File: src/hw/rtl/per_pixel_mean_sigma_stack_top_macros.svh
// Assertion helpers for the top module, which checks its own logic.
`ifndef PER_PIXEL_MEAN_SIGMA_STACK_TOP_MACROS_SVH
`define PER_PIXEL_MEAN_SIGMA_STACK_TOP_MACROS_SVH

// The consequent must hold in the same cycle as the antecedent.
`define PPMS_CHECK(lbl, ante, cons) \
    lbl: assert property (@(posedge clk) disable iff (!rst_n) (ante) |-> (cons)) \
        else $error("ppms check failed");

// The consequent must hold in the cycle after the antecedent.
`define PPMS_CHECK_NEXT(lbl, ante, cons) \
    lbl: assert property (@(posedge clk) disable iff (!rst_n) (ante) |=> (cons)) \
        else $error("ppms check failed");

`endif

File: src/hw/rtl/ppms_fifo.sv
`default_nettype none
module ppms_fifo #(
    parameter int WIDTH = 8,
    parameter int DEPTH = 4
) (
    input  wire logic             clk,
    input  wire logic             rst_n,
    input  wire logic             push,
    input  wire logic [WIDTH-1:0] wdata,
    input  wire logic             pop,
    output logic      [WIDTH-1:0] rdata,
    output logic                  empty,
    output logic                  full
);

    localparam int PW = $clog2(DEPTH);
    localparam int CW = $clog2(DEPTH + 1);

    logic [WIDTH-1:0] slot_reg [0:DEPTH-1];
    logic [PW-1:0]    wr_ptr_reg;
    logic [PW-1:0]    rd_ptr_reg;
    logic [CW-1:0]    count_reg;
    logic             do_push;
    logic             do_pop;

    assign empty   = (count_reg == CW'(0));
    assign full    = (count_reg == CW'(DEPTH));
    assign do_push = push && !full;
    assign do_pop  = pop && !empty;
    assign rdata   = slot_reg[rd_ptr_reg];

    always_ff @(posedge clk)
    begin
        if (do_push)
        begin
            slot_reg[wr_ptr_reg] <= wdata;
        end
    end

    always_ff @(posedge clk or negedge rst_n)
    begin
        if (!rst_n)
        begin
            wr_ptr_reg <= '0;
            rd_ptr_reg <= '0;
            count_reg  <= '0;
        end
        else
        begin
            if (do_push)
            begin
                wr_ptr_reg <= wr_ptr_reg + PW'(1);
            end
            if (do_pop)
            begin
                rd_ptr_reg <= rd_ptr_reg + PW'(1);
            end
            if (do_push && !do_pop)
            begin
                count_reg <= count_reg + CW'(1);
            end
            else if (do_pop && !do_push)
            begin
                count_reg <= count_reg - CW'(1);
            end
        end
    end

endmodule
`default_nettype wire

File: config.mk
export PLATFORM = sky130hd
export DESIGN_NAME = ppms_fifo
export DESIGN_NICKNAME = d
export VERILOG_FILES = /design/src/hw/rtl/per_pixel_mean_sigma_stack_top_macros.svh /design/src/hw/rtl/ppms_fifo.sv
export SDC_FILE = /design/constraint.sdc
export NUM_CORES = 1
export LEC_CHECK = 0
export ABC_AREA = 1
export BUFFER_PORTS_ARGS = -buffer_cell sky130_fd_sc_hd__buf_4
export CAP_MARGIN = 20
export CORE_MARGIN = 1.5
export CORE_UTILIZATION = 32
export CTS_CLUSTER_DIAMETER = 60
export DETAILED_ROUTE_END_ITERATION = 6
export MAX_ROUTING_LAYER = met4
export PLACE_DENSITY_LB_ADDON = 0.05
export SLEW_MARGIN = 20
export SYNTH_ARGS = -nofsm -noshare
export SYNTH_HDL_FRONTEND = slang
export SYNTH_SLANG_ARGS = --single-unit
File: constraint.sdc
create_clock -name clk -period 2.9 [get_ports clk]
set_clock_uncertainty 0.2 [all_clocks]
set_input_delay 0.58 -clock clk [delete_from_list [all_inputs] [get_ports clk]]
set_output_delay 0.58 -clock clk [all_outputs]
set_load 0.1 [all_outputs]
### Yosys cells after proc, flatten, opt, wreduce, memory -nomap -nowiden

Memory sizes are Yosys's and may differ from the RTL's.
Cells that the tools add are included.

| cells by class | value |
|---|---|
| add/subtract/negate cells | 4 |
| eq/ne operators | 1 |
| mux-type cells | 4 |
| reductions and logical operators | 10 |

Operators by type and width:

| operator | count |
|---|---|
| 3-bit 2-to-1 mux | 2 |
| 2-bit by 1-bit adder with 2-bit output (second input constant) | 2 |
| 1-bit logical AND | 4 |
| 1-bit zero test | 4 |
| 3-bit by 1-bit adder with 3-bit output (second input constant) | 1 |
| 3-bit equality test (second input constant) | 1 |
| 3-bit zero test | 1 |
| 3-bit by 1-bit subtractor with 3-bit output (second input constant) | 1 |
| 1-bit 2-to-1 mux | 2 |
| 2-bit nonzero test | 1 |

| storage, ports and cells | value |
|---|---|
| register bits after elaboration | 7 |
| RAM bits | 32 |
| input port bits | 12 |
| logic and storage cells | 23 |
| memories kept | 1 |

Memory list:

| name | words | bits a word | read ports | clocked after Yosys merged registers in | wr ports | RTL line | source |
|---|---|---|---|---|---|---|---|
| slot_reg | 4 | 8 | 1 | 0 | 1 | ppms_fifo.sv:19 | `logic [WIDTH-1:0] slot_reg [0:DEPTH-1];` |

### Logic depth before layout (Yosys ltp)

| logic depth | value |
|---|---|
| depth in word-level cells | 7 |
| gate-level depth with buffers | 12 |
| mapped depth without buffers | 12 |

### Worst setup path before layout

Ideal clock, no wire load.

| timing | value |
|---|---|
| kind | reg-to-output |
| start | reg rd_ptr_reg[0] |
| end | out rdata[1] |
| data arrival time | 1.354 ns |
| setup slack | 0.766 ns |
| stages on the path, launching flop included | 6 |
| cell sequence | dfrtp_1 > inv_2 > clkbuf_8 > nand2_1 > o211ai_1 > nand2_1 |

| on the way | value |
|---|---|
| longest elaborated chain between the ends | 1 |

Ends and longest elaborated chain:

| what | RTL line | source |
|---|---|---|
| from (decl) | ppms_fifo.sv:21 | `logic [PW-1:0] rd_ptr_reg;` |
| from (signal assigned) | ppms_fifo.sv:56 | `rd_ptr_reg <= rd_ptr_reg + PW'(1);` |
| memory 4 x 8 bit | n/a |  |
| to (decl) | ppms_fifo.sv:11 | `output logic [WIDTH-1:0] rdata,` |

No other way between the ends.

### Final worst setup path

| timing | value |
|---|---|
| start | reg rd_ptr_reg[0] |
| end | out rdata[4] |

Same word-level chain as after synthesis.

==> qor.txt <==
Via count: 1,095
Worst path slowest cell: dfrtp_1
Critical Path Fanout Max: 33
Vias per cell: 4.311
Setup Buffers After CTS: 0
Root buf cell: clkbuf_8
Crit path largest cell delay: 0.40 ns
Internal reg-to-reg setup slack: 0.79 ns
Max Clk Rate: 0.4225 GHz
Placer Congestion: 0.6840
Largest net degree at the start of global routing: 34
Number of synthesized register bits: 39
Crit-path cells: inv_2, o211ai_1, nand2_1, buf_4
Die area: 0.005870 mm²
Min Tclk post-route: 2.367 ns
Vias in the first global route: 1,044
Register area: 0.001136 mm²
Syn_area_per_cell: 11.26 µm²
First-pass GRT wire length: 5.299 mm
Port-buffer cells: 21
Worst EP required: 2.12 ns
Final setup viols: 0
Worst slew pin tran: 0.4732 ns
Final hold viol count: 0
CTS max path bufs: 2
RSZ-0062 raised after global routing: false
DRT antenna net count: 0
Period utilization: 81.62%
Drc violations: 0
# rows: 26
Crit path DAT: 1.59 ns
Largest family of logic cells by synthesized area: simple AND/OR/NAND/NOR gates
Area after DPL: 0.001966 mm²
WS Path Type: register to output port
HP Start: wdata[4]
Gr usage total: 12.47%
Mux share of post-synthesis cell area: 0%
WL per Instance: 12.02 µm
Cell variety after synth: 16
Max reg flops: 32
Yosys warning count: 0
Initial antenna violation count: 0
Worst path bufs/invs: 2
CTS tree: yes
CP startpoint: rd_ptr_reg[0]
Synth Area in Compound Gates: 7.215%
Post-Syn Nets: 172
HP Class: input port to register
Worst r2r src: count_reg[1]
Startpoint class of the critical path: register
Setup TNS Final: 0 ns
Area share of and/or/nand/nor cells after synthesis: 12.12%
Initial core utilization: 33.53%
Max-Cap Viols: 0
Post-layout util: 40.45%
Xor/xnor share of the synthesized area: 0.5051%
# diodes: 0
Share of layout cells above drive strength 1: 19.02%
Outcome: finished, final reports clean
CTS Buf Count: 5
Boundary pin count: 22
Final max-slew violation count: 0
Initial drt markers: 37
Insertion delay to the later sink of the worst-skew pair: 0.29 ns
Final instance area: 0.002092 mm²
CP delay by family, top: buffers and inverters
Cell count after synthesis: 154
# clock sinks: 39
Core ar.: 0.005172 mm²
Adder-Cell Fraction of Synth Area: 4.762%
Nets: 201
Worst-path clk slew: 0.08 ns
Part of the Yosys area used for sequential elements: 65.51%
Slew margin rel.: 68.41%
Synthesis-to-layout area growth: 20.64%
Hold slack: 0.2854 ns
# fillers: 514
Total grt overflow: 0
Area of the multi-input gates: 426.7 µm²
DRT Pass-1 Iters: 4
Chip height: 76.62 µm
Chip width: 76.62 µm
Synthesized area: 0.001734 mm²
H-tree depth: 2
Post-Route WL: 3.053 mm
Setup crit end kind: output port
Post-DP HPWL: 2.089 mm
[layer usage]
| layer | track usage, % | vias up | wire length (µm) |
|---|---|---|---|
| met3 | 4.311 | 6 | 134 |
| met4 | 5.556 | 0 | 61 |
| met1 | 15.31 | 503 | 1461 |
| met2 | 18.57 | 23 | 1397 |
| li1 | - | 563 | - |
| met5 | - | - | 0 |
[repair_timing]
item                                   CTS  global route
endpoints found under the hold margin    7             0
hold buffers                             1             0
resized for setup                        0             0
[cells in the final DEF (no fill, tap or decap), drive strengths merged]
cell and instances:
inv 35, dfrtp 7, nand2 41, fa 1, nor2 4, dlygate4sd3 1, nand4 1, o21ai 1
o211ai 16, edfxtp 32, buf 25, clkbuf 5, clkinv 1, ha 5, nand3 7, xnor2 1
bufinv 1
[cells in the mapped netlist]
library cell   n  area share (%)
o211ai_1      16             6.9
inv_2          2            0.43
edfxtp_1      32              55
clkbuf_8       1            0.79
ha_1           5             3.6
xnor2_1        1            0.51
nand3_1        7             2.0
buf_6          2             1.3
inv_1         32             6.9
o21ai_0        1            0.29
dfrtp_1        7              10
fa_1           1             1.2
buf_4          1            0.43
nand2_1       41             8.9
nor2_1         4            0.87
nand4_1        1            0.36
[path summary, 6_finish.rpt]
check / to / cells after the start
setup / recovery: rdata[4] / 4
hold / removal: slot_reg[1][4] / 1
setup reg to reg: count_reg[1] / 9
hold reg to reg: count_reg[2] / 2
max in group asynchronous: rd_ptr_reg[0] / 2
min in group asynchronous: count_reg[2] / 2
[logic make-up after synthesis]
family / Yosys count
AOI/OAI and AO/OA: 17
xor gates and xnor gates: 1
buffers and inverters: 38
adders and majority gates: 6
DFF: 39
and+or+nand+nor: 53
[per-stage QoR]
| step | std cells | setup WS [ns] |
|---|---|---|
| after floorplan | 154 | 0.7657 |
| after detailed placement | 245 | 0.7707 |
| after CTS | 254 | 0.5063 |
| after global routing | 254 | 0.3311 |
| after global placement | 245 | 0.7835 |
| final | 254 | 0.5330 |
[final cells by class]
| type | count | share of cell area, % |
|---|---|---|
| Sequential cell | 39 | 54.31 |
| Multi-Input combinational cell | 77 | 20.39 |
| Timing Repair Buffer | 26 | 9.450 |
| Inverter | 34 | 6.100 |
| Tap cell | 70 | 4.187 |
| Clock buffer | 5 | 3.289 |
| Clock inverter | 3 | 2.273 |
Power is left out: the tool's default activity adds up to more than one toggle a clock period on the data nets, which glitch-free logic cannot reach.
