[config.mk]
export PLATFORM = sky130hd
export DESIGN_NAME = ppms_front
export DESIGN_NICKNAME = d
export VERILOG_FILES = /design/src/hw/rtl/per_pixel_mean_sigma_stack_top_macros.svh /design/src/hw/rtl/ppms_pkg.sv /design/src/hw/rtl/ppms_front.sv
export SDC_FILE = /design/constraint.sdc
export NUM_CORES = 1
export LEC_CHECK = 0
export BUFFER_PORTS_ARGS = -buffer_cell sky130_fd_sc_hd__buf_2
export CORE_MARGIN = 10
export CORE_UTILIZATION = 61
export DETAILED_ROUTE_END_ITERATION = 8
export GPL_ROUTABILITY_DRIVEN = 0
export HOLD_SLACK_MARGIN = 0.02
export PLACE_DENSITY_LB_ADDON = 0.12
export SYNTH_ARGS = -nofsm -noshare
export SYNTH_HDL_FRONTEND = slang
export SYNTH_SLANG_ARGS = --single-unit
[constraint.sdc]
create_clock -name clk -period 5.6 [get_ports clk]
set_clock_uncertainty 0.2 [all_clocks]
set_input_delay 0.28 -clock clk [delete_from_list [all_inputs] [get_ports clk]]
set_output_delay 0.28 -clock clk [all_outputs]
set_load 0.01 [all_outputs]
[src/hw/rtl/per_pixel_mean_sigma_stack_top_macros.svh]
// Assertion helpers for the top module, which checks its own logic.
`ifndef PER_PIXEL_MEAN_SIGMA_STACK_TOP_MACROS_SVH
`define PER_PIXEL_MEAN_SIGMA_STACK_TOP_MACROS_SVH

// The consequent must hold in the same cycle as the antecedent.
`define PPMS_CHECK(lbl, ante, cons) \
    lbl: assert property (@(posedge clk) disable iff (!rst_n) (ante) |-> (cons)) \
        else $error("ppms check failed");

// The consequent must hold in the cycle after the antecedent.
`define PPMS_CHECK_NEXT(lbl, ante, cons) \
    lbl: assert property (@(posedge clk) disable iff (!rst_n) (ante) |=> (cons)) \
        else $error("ppms check failed");

`endif

[src/hw/rtl/ppms_pkg.sv]
`default_nettype none
package ppms_pkg;

    // Register indexes on the configuration port.
    localparam logic [1:0] REG_IMAGE_WIDTH  = 2'd0;
    localparam logic [1:0] REG_IMAGE_HEIGHT = 2'd1;
    localparam logic [1:0] REG_FRAME_COUNT  = 2'd2;

    localparam logic [10:0] RST_IMAGE_WIDTH  = 11'd1024;
    localparam logic [10:0] RST_IMAGE_HEIGHT = 11'd1024;
    localparam logic [8:0]  RST_FRAME_COUNT  = 9'd2;

    // Queue depths: the result queue must cover the whole back pipeline.
    localparam int MID_DEPTH = 4;
    localparam int OUT_DEPTH = 32;

    // Quotient bits of both dividers and steps of the square root.
    localparam int DIV_BITS  = 16;
    localparam int ROOT_STEPS = 8;

    typedef struct packed {
        logic first;
        logic last_frame;
        logic last_pixel;
    } flags_t;

endpackage
`default_nettype wire

[src/hw/rtl/ppms_front.sv]
`default_nettype none
module ppms_front #(
    parameter int MAX_WIDTH  = 1024,
    parameter int MAX_HEIGHT = 1024,
    parameter int MAX_FRAMES = 256,
    parameter int ADDR_W     = 20,
    parameter int N_W        = 9
) (
    input  wire logic               clk,
    input  wire logic               rst_n,
    input  wire logic               accept,
    input  wire logic               restart,
    input  wire logic [10:0]        image_width,
    input  wire logic [10:0]        image_height,
    input  wire logic [8:0]         frame_count,
    output logic      [ADDR_W-1:0]  addr,
    output ppms_pkg::flags_t        flags,
    output logic      [N_W-1:0]     n_eff
);

    localparam int WW = $clog2(MAX_WIDTH + 1);
    localparam int HW = $clog2(MAX_HEIGHT + 1);
    localparam int XW = (MAX_WIDTH > 1) ? $clog2(MAX_WIDTH) : 1;
    localparam int YW = (MAX_HEIGHT > 1) ? $clog2(MAX_HEIGHT) : 1;
    localparam int FW = (MAX_FRAMES > 1) ? $clog2(MAX_FRAMES) : 1;

    logic [XW-1:0] col_reg;
    logic [YW-1:0] row_reg;
    logic [FW-1:0] frame_reg;
    logic [WW-1:0] w_eff;
    logic [HW-1:0] h_eff;
    logic          last_col;
    logic          last_row;
    logic          last_frame;

    // Out-of-range settings saturate into 1..maximum.
    always_comb
    begin
        if (image_width == 11'd0)
        begin
            w_eff = WW'(1);
        end
        else if (32'(image_width) > MAX_WIDTH)
        begin
            w_eff = WW'(MAX_WIDTH);
        end
        else
        begin
            w_eff = WW'(image_width);
        end
        if (image_height == 11'd0)
        begin
            h_eff = HW'(1);
        end
        else if (32'(image_height) > MAX_HEIGHT)
        begin
            h_eff = HW'(MAX_HEIGHT);
        end
        else
        begin
            h_eff = HW'(image_height);
        end
        if (frame_count == 9'd0)
        begin
            n_eff = N_W'(1);
        end
        else if (32'(frame_count) > MAX_FRAMES)
        begin
            n_eff = N_W'(MAX_FRAMES);
        end
        else
        begin
            n_eff = N_W'(frame_count);
        end
    end

    assign last_col   = (WW'(col_reg) == (w_eff - WW'(1)));
    assign last_row   = (HW'(row_reg) == (h_eff - HW'(1)));
    assign last_frame = (N_W'(frame_reg) == (n_eff - N_W'(1)));

    assign addr = ADDR_W'(row_reg) * ADDR_W'(MAX_WIDTH) + ADDR_W'(col_reg);
    assign flags.first      = (frame_reg == FW'(0));
    assign flags.last_frame = last_frame;
    assign flags.last_pixel = last_col && last_row;

    always_ff @(posedge clk or negedge rst_n)
    begin
        if (!rst_n)
        begin
            col_reg   <= '0;
            row_reg   <= '0;
            frame_reg <= '0;
        end
        else if (restart)
        begin
            col_reg   <= '0;
            row_reg   <= '0;
            frame_reg <= '0;
        end
        else if (accept)
        begin
            if (last_col)
            begin
                col_reg <= '0;
                if (last_row)
                begin
                    row_reg   <= '0;
                    frame_reg <= last_frame ? FW'(0) : frame_reg + FW'(1);
                end
                else
                begin
                    row_reg <= row_reg + YW'(1);
                end
            end
            else
            begin
                col_reg <= col_reg + XW'(1);
            end
        end
    end

endmodule
`default_nettype wire

**After elaboration in Yosys (flattened, before gate mapping)**

Index checks and enable logic that the tools add are counted.
W data, S select, Z words.

- Bits in registers: 28
- Bits in latches: 0
- RAM bits: 0
- Bits in read-only memories: 0
- Output and inout bits: 32
- Logic and storage cells: 44
- Memories kept: 0

- $add $sub $neg: 7
- $mul: 0
- Divide/modulo/power cells: 0
- Magnitude comparators: 3
- Eq/ne operators: 3
- Shift-type cells: 0
- Mux-type cells: 18
- Bitwise logic cells: 0
- Reduce and logical (&&, ||, !) cells: 10

Operators with widths:

| kind | count |
|---|---|
| $mux W10 | 7 |
| $mux W11 | 4 |
| $mux W8 | 5 |
| $eq A10 B11 Y1 | 2 |
| $gt A11 B11 Y1 const B | 2 |
| $logic_not A11 Y1 | 2 |
| $sub A11 B1 Y11 const B | 2 |
| $add A10 B1 Y10 const B | 2 |
| $add A20 B10 Y20 | 1 |
| $mux W9 | 2 |
| $eq A8 B9 Y1 | 1 |
| $gt A9 B9 Y1 const B | 1 |
| $logic_not A9 Y1 | 1 |
| $sub A9 B1 Y9 const B | 1 |
| $add A8 B1 Y8 const B | 1 |
| $logic_not A8 Y1 | 1 |
| $reduce_bool A2 Y1 | 3 |
| $reduce_and A3 Y1 | 1 |
| $reduce_and A2 Y1 | 1 |
| $logic_and A1 B1 Y1 | 1 |

**Logic depth before layout (Yosys ltp)**

Gate-level depths: netlist of run 1.

- Word-level depth: 10
- Depth in mapped cells: 14
- Depth with buffers taken out: 11

**Worst setup path after synthesis of run 1**

OpenSTA, ideal clock, no wires.

- Path type: input-to-output
- Start point: in image_height[4]
- End point: out flags[0] (netlist bit)
- Arrival time: 3.436 ns
- Data required time: 5.120 ns
- Path slack: 1.684 ns
- Cell stages on the path: 14
- Cell sequence: clkbuf_1 nor4_1 and3_1 o21ai_0 ha_1 clkbuf_1 xnor2_1 a21oi_1 a211o_1 a2111oi_0 o211ai_1 or3_1 clkbuf_1 nor3_1

RTL lines:

| what | line | RTL |
|---|---|---|
| start, declared | ppms_front.sv:14 | `input wire logic [10:0] image_height,` |
| end, declared | ppms_front.sv:17 | `output ppms_pkg::flags_t flags,` |

==> summary.txt, run 1 <==
Status - finished, final reports clean
Initial antenna violation count - 0
Hold WC Path Type - input port to register
DP Area - 3690 um^2
Vias - 3656
Final Hold Fails - 0
Crit-path cells - buf_2 -> nor4_1 -> and3_1 -> o21ai_0 -> ha_1 -> xnor2_1 -> a21oi_1 -> a211o_1 -> a2111oi_0 -> o211ai_1 -> or3_1 -> nor3_1 -> buf_2
Max FO, Critical Path - 12
TNS Setup - 0 ns
Htree depth - 1
Die height - 94.7 um
Commonest non-fill, non-tap cells in the layout - buf_2 (66), nor2_1 (41), nand2_1 (29)
Synthesized flop and latch total - 28
Final net count - 529
DR WL/cell - 16.9 um
Worst path slowest cell - or3_1
CTS sink cnt - 28
WHS - 0.138 ns
RSZ-0062 raised after global routing - false
DIE AREA - 8970 um^2
CP dominant cell by count - buf_2
Synth warnings - 0
ANT nets after route - 0
CTS tree - built
Num CTS Buffers - 3
Slew @ Worst Pin - 1.07 ns
CP Data Required Time - 5.12 ns
Core Area - 5470 um^2
Worst VDD drop - 94.9 uV
Worst Path Arrival - 4.20 ns
DP HPWL - 7.12 mm
FILL cells - 464
Number of global-route vias before repair - 3426
EDFF count, synth - 0
Sequential share of the synthesized area - 20.6%
Fin. max-slew vios - 0
Initial DRC count - 269
CP Launch Type - input port
Worst hold path depth - 3
P_leak - 1.48 nW
CP Capture Type - primary output
Commonest non-fill, non-tap cell in the layout - buf_2
Area delta synth->final - 10.8%
Clk_lat worst skew - 0.28 ns
Share of layout cells above drive strength 1 - 18.3%
Grt ovf - 0
Die width - 94.7 um
Power density over the cells - 149 nW/um^2
Max cap viols - 0
Io pins - 67
Count of final setup violators - 0
Port bufs - 66
Largest net degree at the start of global routing - 29
# DRC - 0
All-Layer GR Usage - 20.5%
FF-to-FF setup slack - 2.44 ns
First-pass iteration count of the detailed router - 5
Via/cell ratio - 6.55
Post-Syn Nets - 493
Final WL - 9.46 mm
Max stage delay on crit path - 0.61 ns
Top post-synthesis cells by area - dfrtp_1 (21%), xnor2_1 (4.9%), nor2_1 (4.5%), xor2_1 (3.9%), clkbuf_1 (3.6%)
Initial Utilization - 62.2%
Clk pin slew, worst setup/hold paths - 0.10 ns
Post-synth top area cell - dfrtp_1
Dominant synthesized flop cell - dfrtp_1
Rows - 27
Distinct cells, synth - 69
Post-synth top area share - 20.6%
R2R depth - 6
Antenna cells - 0
Global-route wire length before repair - 15.7 mm
Async SR Flop Fraction - 100%
Final Cell Area - 3770 um^2
Top achievable clock speed - 0.214 GHz
Slew margin rel. - 28.5%
Syn avg cell area - 7.55 um^2
Mapped Cells - 451
Mapped Area - 3410 um^2
Period utilization - 83.6%
WS Path Type - input port to primary output
Clock root cell - clkbuf_8
Clk buf depth - 2
Final min period - 4.68 ns
[synthesized netlist by cell type (8+ instances only)]
| cell type | count |
|---|---|
| nand4_1 | 10 |
| nor2b_1 | 16 |
| nand3_1 | 15 |
| xor2_1 | 15 |
| nor2_1 | 41 |
| o311ai_0 | 8 |
| clkbuf_1 | 33 |
| o31ai_1 | 8 |
| nand2b_1 | 8 |
| nand2_1 | 29 |
| o211ai_1 | 14 |
| dfrtp_1 | 28 |
| a21oi_1 | 18 |
| xnor2_1 | 19 |
| inv_1 | 18 |
| nor3_1 | 18 |
| o21ai_0 | 19 |
| a211oi_1 | 10 |
| nor4_1 | 12 |
| or3_1 | 9 |
[per-layer routing]
metal / wire, um / vias up / track usage, %
met2: 4540 / 157 / 34.7
met4: 138 / 0 / 5.99
met5: 0 / - / 0
met1: 4030 / 1703 / 25.7
li1: - / 1781 / -
met3: 753 / 15 / 3.97
[cell type report]
class / instances / area (um^2) / area share, %
Multi-Input combinational cell: 366 / 2480 / 65.8
Inverter: 19 / 71.3 / 1.89
Tap cell: 72 / 90.1 / 2.39
Timing Repair Buffer: 69 / 355 / 9.42
Clock buffer: 3 / 41.3 / 1.09
Sequential cell: 28 / 701 / 18.6
Clock inverter: 1 / 30.0 / 0.796
[logic make-up (layout without fill, tap and decap cells)]
group | Yosys count | after routing | synth area share [%]
AOI/OAI and AO/OA | 126 | 126 | 28.8
buffers and inverters | 57 | 92 | 6.47
and+or+nand+nor | 195 | 195 | 31.7
DFF | 28 | 28 | 20.6
adders and majority gates | 7 | 7 | 2.57
muxes | 4 | 4 | 1.18
xor gates and xnor gates | 34 | 34 | 8.74
[where the power goes]
part / switching [mW] / leakage [nW] / internal, mW
sequential: 0.0149 / 0.390 / 0.209
clock: 0.0703 / 0.0357 / 0.0959
combinational: 0.101 / 1.06 / 0.0706
total: 0.186 / 1.48 / 0.376
[through the flow]
stage / setup WS [ns] / utilization [%] / cells / total power [mW]
4_1_cts: 0.991 / 69.0 / 558 / 0.562
6_report: 0.919 / 69.0 / 558 / 0.562
2_1_floorplan: 1.68 / - / 451 / 0.341
5_1_grt: 0.573 / 69.0 / 558 / 0.592
3_3_place_gp: 1.13 / 67.5 / 553 / 0.393
3_5_place_dp: 1.02 / 67.5 / 553 / 0.396
[critical path: cells and delay by family]
| family | cells | cell delay, ns |
|---|---|---|
| fa+ha+maj | 1 | 0.33 |
| simple gates | 4 | 1.85 |
| xor+xnor | 1 | 0.23 |
| compound gates | 5 | 1.18 |
| buf+inv | 2 | 0.35 |
[what timing repair did]
item / CTS / global route
endpoints found under the hold margin: 28 / 0
resized for setup: 0 / 0
buffers inserted: 0 / 0
hold buffers: 1 / 0
[worst paths after layout]
| path | startpoint | end |
|---|---|---|
| max | image_height[3] | flags[0] |
| min | accept | col_reg[1]$_DFFE_PN0P_ |
| max reg2reg | col_reg[7]$_DFFE_PN0P_ | row_reg[9]$_DFFE_PN0P_ |
| min reg2reg | frame_reg[1]$_DFFE_PN0P_ | frame_reg[1]$_DFFE_PN0P_ |
| max in group asynchronous | rst_n | row_reg[1]$_DFFE_PN0P_ |
| min in group asynchronous | rst_n | col_reg[7]$_DFFE_PN0P_ |
Note: power is estimated with default switching activity, not from simulation.
==> run 2: changes to the inputs <==
--- a/config.mk
+++ b/config.mk
@@ -5,9 +5,10 @@
 export SDC_FILE = /design/constraint.sdc
 export NUM_CORES = 1
 export LEC_CHECK = 0
+export ABC_AREA = 1
 export BUFFER_PORTS_ARGS = -buffer_cell sky130_fd_sc_hd__buf_2
 export CORE_MARGIN = 10
-export CORE_UTILIZATION = 61
+export CORE_UTILIZATION = 56
 export DETAILED_ROUTE_END_ITERATION = 8
 export GPL_ROUTABILITY_DRIVEN = 0
 export HOLD_SLACK_MARGIN = 0.02
==> constraint.sdc (replaced) <==
create_clock -name clk -period 4.51 [get_ports clk]
set_clock_uncertainty 0.2 [all_clocks]
set_input_delay 0.2255 -clock clk [delete_from_list [all_inputs] [get_ports clk]]
set_output_delay 0.2255 -clock clk [all_outputs]
set_load 0.01 [all_outputs]
==> run 2 against run 1 <==
  * Global-route usage down 3.1 points
  * Cell area fell by 4.5%
  * First-iteration DRC count fell by 33%
  * Via count is 4.6% lower
  * Synthesized cell count is 20% higher
  * Clock power is 19% higher
  * Total power is 39% higher
  * Synthesized area down 7.2%
  * Combinational power increased by 66%
  * Critical path type unchanged
  * Critical endpoint unchanged
==> summary.txt, run 2 <==
Status - finished, final reports clean
Worst VDD drop - 128 uV
Grt ovf - 0
Final WL - 8.07 mm
Max stage delay on crit path - 0.38 ns
Placed Cells incl. Taps - 668
Post-Synth Adder-Cell Area - 2.77%
Synth warnings - 0
Largest family of logic cells by synthesized area - simple AND/OR/NAND/NOR gates
Crit-path cells - buf_2 -> nor2_1 -> nand3_1 -> o21ai_1 -> buf_4 -> nand2_1 -> ha_1 -> inv_1 -> nand3_1 -> nand2_1 -> nor2_1 -> nor2_1 -> nand3_1 -> nor2_1 -> nand3_1 -> nor2_1 -> buf_2
Clk_lat worst skew - 0.28 ns
RSZ-0062 raised after global routing - false
Non-Filler Instances - 673
Post-synth top area share - 22.2%
Antenna cells - 0
Share of layout cells above drive strength 1 - 14.6%
Post-synth top area cell - dfrtp_1
Power density over the cells - 217 nW/um^2
CP dominant cell by count - nor2_1
Post-CTS Setup Bufs - 0
Area delta synth->final - 14.1%
CP Data Required Time - 4.08 ns
Combinational share of power - 36.3%
DR WL/cell - 12.0 um
Post-synthesis compound-gate area fraction - 6.97%
Rows - 27
Top-count cell post-synth - nand2_1
Vias - 3488
Final min period - 3.23 ns
Global-route wire length before repair - 13.3 mm
Count of final setup violators - 0
Number of global-route vias before repair - 3152
Top achievable clock speed - 0.309 GHz
FILL cells - 535
Mapped Area - 3160 um^2
TNS Setup - 0 ns
CP Capture Type - primary output
Sw Ratio - 36.3%
Distinct cells, synth - 30
Synthesized flop and latch total - 28
Switching pwr - 0.284 mW
Final Hold Fails - 0
Final net count - 644
Htree depth - 1
Pint - 0.498 mW
P_leak - 1.95 nW
Clk buf depth - 2
Max cap viols - 0
Top post-synthesis cells by area - dfrtp_1 (22%), nand2_1 (19%), nor2_1 (10%), xor2_1 (8.9%), inv_1 (8.7%)
All-Layer GR Usage - 17.3%
Num CTS Buffers - 3
DP HPWL - 6.58 mm
Slew @ Worst Pin - 0.719 ns
Dominant synthesized flop cell - dfrtp_1
Core Area - 5510 um^2
Initial antenna violation count - 0
Slew margin rel. - 52.0%
Die width - 95.1 um
Initial DRC count - 181
DIE AREA - 9050 um^2
Die height - 95.1 um
Clk pin slew, worst setup/hold paths - 0.10 ns
Hold WC Path Type - input port to register
CTS tree - built
Post-Syn Nets - 581
CTS hold repair buffers - 1
Initial Utilization - 57.4%
# DRC - 0
Largest net degree at the start of global routing - 29
ANT nets after route - 0
Port bufs - 66
Async SR Flop Fraction - 100%
Synth cell count leaders - nand2_1 (163), nor2_1 (85), inv_1 (73)
Sequential Power Share - 38.3%
Worst Path Arrival - 2.81 ns
CTS sink cnt - 28
Fin util - 65.5%
Period utilization - 71.7%
Xor and xnor area share after synthesis - 9.15%
Mux cell area share after synthesis - 0%
Sequential share of the synthesized area - 22.2%
WS Path Type - input port to primary output
Syn avg cell area - 5.86 um^2
First-pass iteration count of the detailed router - 4
Worst path slowest cell - nand3_1
CP Launch Type - input port
Post_cts resized - 0
Synth Area in Simple Gates - 47.9%
Commonest non-fill, non-tap cells in the layout - nand2_1 (163), nor2_1 (85), inv_1 (73)
Io pins - 67
Fin. max-slew vios - 0
Via/cell ratio - 5.18
Commonest non-fill, non-tap cell in the layout - nand2_1
EDFF count, synth - 0
Max FO, Critical Path - 12
Clock share of power - 25.4%
Clock root cell - clkbuf_8
Mapped Cells - 539
## run 2: cell count changes after synthesis, sizes merged, moves of 16 or more
cell / delta
nand2: +139
inv: +55
nor2: +44
nand3: +36
clkbuf: -30
xnor2: -18
xor2: +17
nor2b: -16
## run 2: worst paths after layout
path                                     startpoint                       end  slack, ns  depth (start not counted)
max                                 image_height[3]                  flags[0]       1.28                         17
min                                         restart  frame_reg[2]$_DFFE_PN0P_       0.07                          4
max reg2reg                  row_reg[8]$_DFFE_PN0P_  frame_reg[1]$_DFFE_PN0P_       2.07                         11
min reg2reg                frame_reg[5]$_DFFE_PN0P_  frame_reg[5]$_DFFE_PN0P_       0.32                          2
max in group asynchronous                     rst_n    row_reg[9]$_DFFE_PN0P_       3.38                          2
min in group asynchronous                     rst_n  frame_reg[4]$_DFFE_PN0P_       0.31                          2
## run 2: power groups by stage
| stage | Clock (mW) | Combinational, mW | Sequential [mW] |
|---|---|---|---|
| 6_report | 0.198 | 0.284 | 0.300 |
| 5_1_grt | 0.211 | 0.328 | 0.304 |
| 4_1_cts | 0.201 | 0.285 | 0.300 |
| 3_5_place_dp | 0 | 0.284 | 0.305 |
| 3_3_place_gp | 0 | 0.277 | 0.304 |
| 2_1_floorplan | 0 | 0.196 | 0.303 |
## run 2: through the flow
| step | power (mW) | instance area, um^2 | hold slack [ns] | setup slack (ns) |
|---|---|---|---|---|
| detailed placement | 0.588 | 3520 | 0.0834 | 1.09 |
| floorplan | 0.499 | 3160 | -0.270 | 1.93 |
| global placement | 0.581 | 3520 | 0.0836 | 1.22 |
| finish | 0.782 | 3600 | 0.0694 | 1.28 |
| global route | 0.843 | 3600 | 0.0709 | 1.01 |
| CTS | 0.785 | 3600 | 0.0565 | 1.28 |
## run 2: critical path, delay by kind of cell
family / cells / cell delay [ns]
buffers and inverters: 4 / 0.60
AND/OR/NAND/NOR: 11 / 1.49
adder cells (fa/ha/maj): 1 / 0.31
AO/OA/AOI/OAI: 1 / 0.17
## run 2: per-layer routing
layer	up-vias	track usage, %	share of wire (%)
li1	1829	-	-
met1	1558	20.4	44
met2	93	30.8	46
met3	8	4.32	8.3
met4	0	4.11	1.1
met5	-	0	0
## run 2: cell families after synthesis
logic type	count (synthesis)
adder cells (fa/ha/maj)	7
AO/OA/AOI/OAI	38
AND/OR/NAND/NOR	348
buffers and inverters	85
flip-flops	28
XOR/XNOR	33
## run 2: layout make-up
class | instances | area [um^2] | share of cell area (%)
multi-input combinational | 426 | 2110 | 58.5
sequential | 28 | 701 | 19.4
timing repair buffer | 69 | 355 | 9.86
inverter | 74 | 278 | 7.71
tap | 72 | 90.1 | 2.50
clock buffer | 3 | 41.3 | 1.15
clock inverter | 1 | 30.0 | 0.833
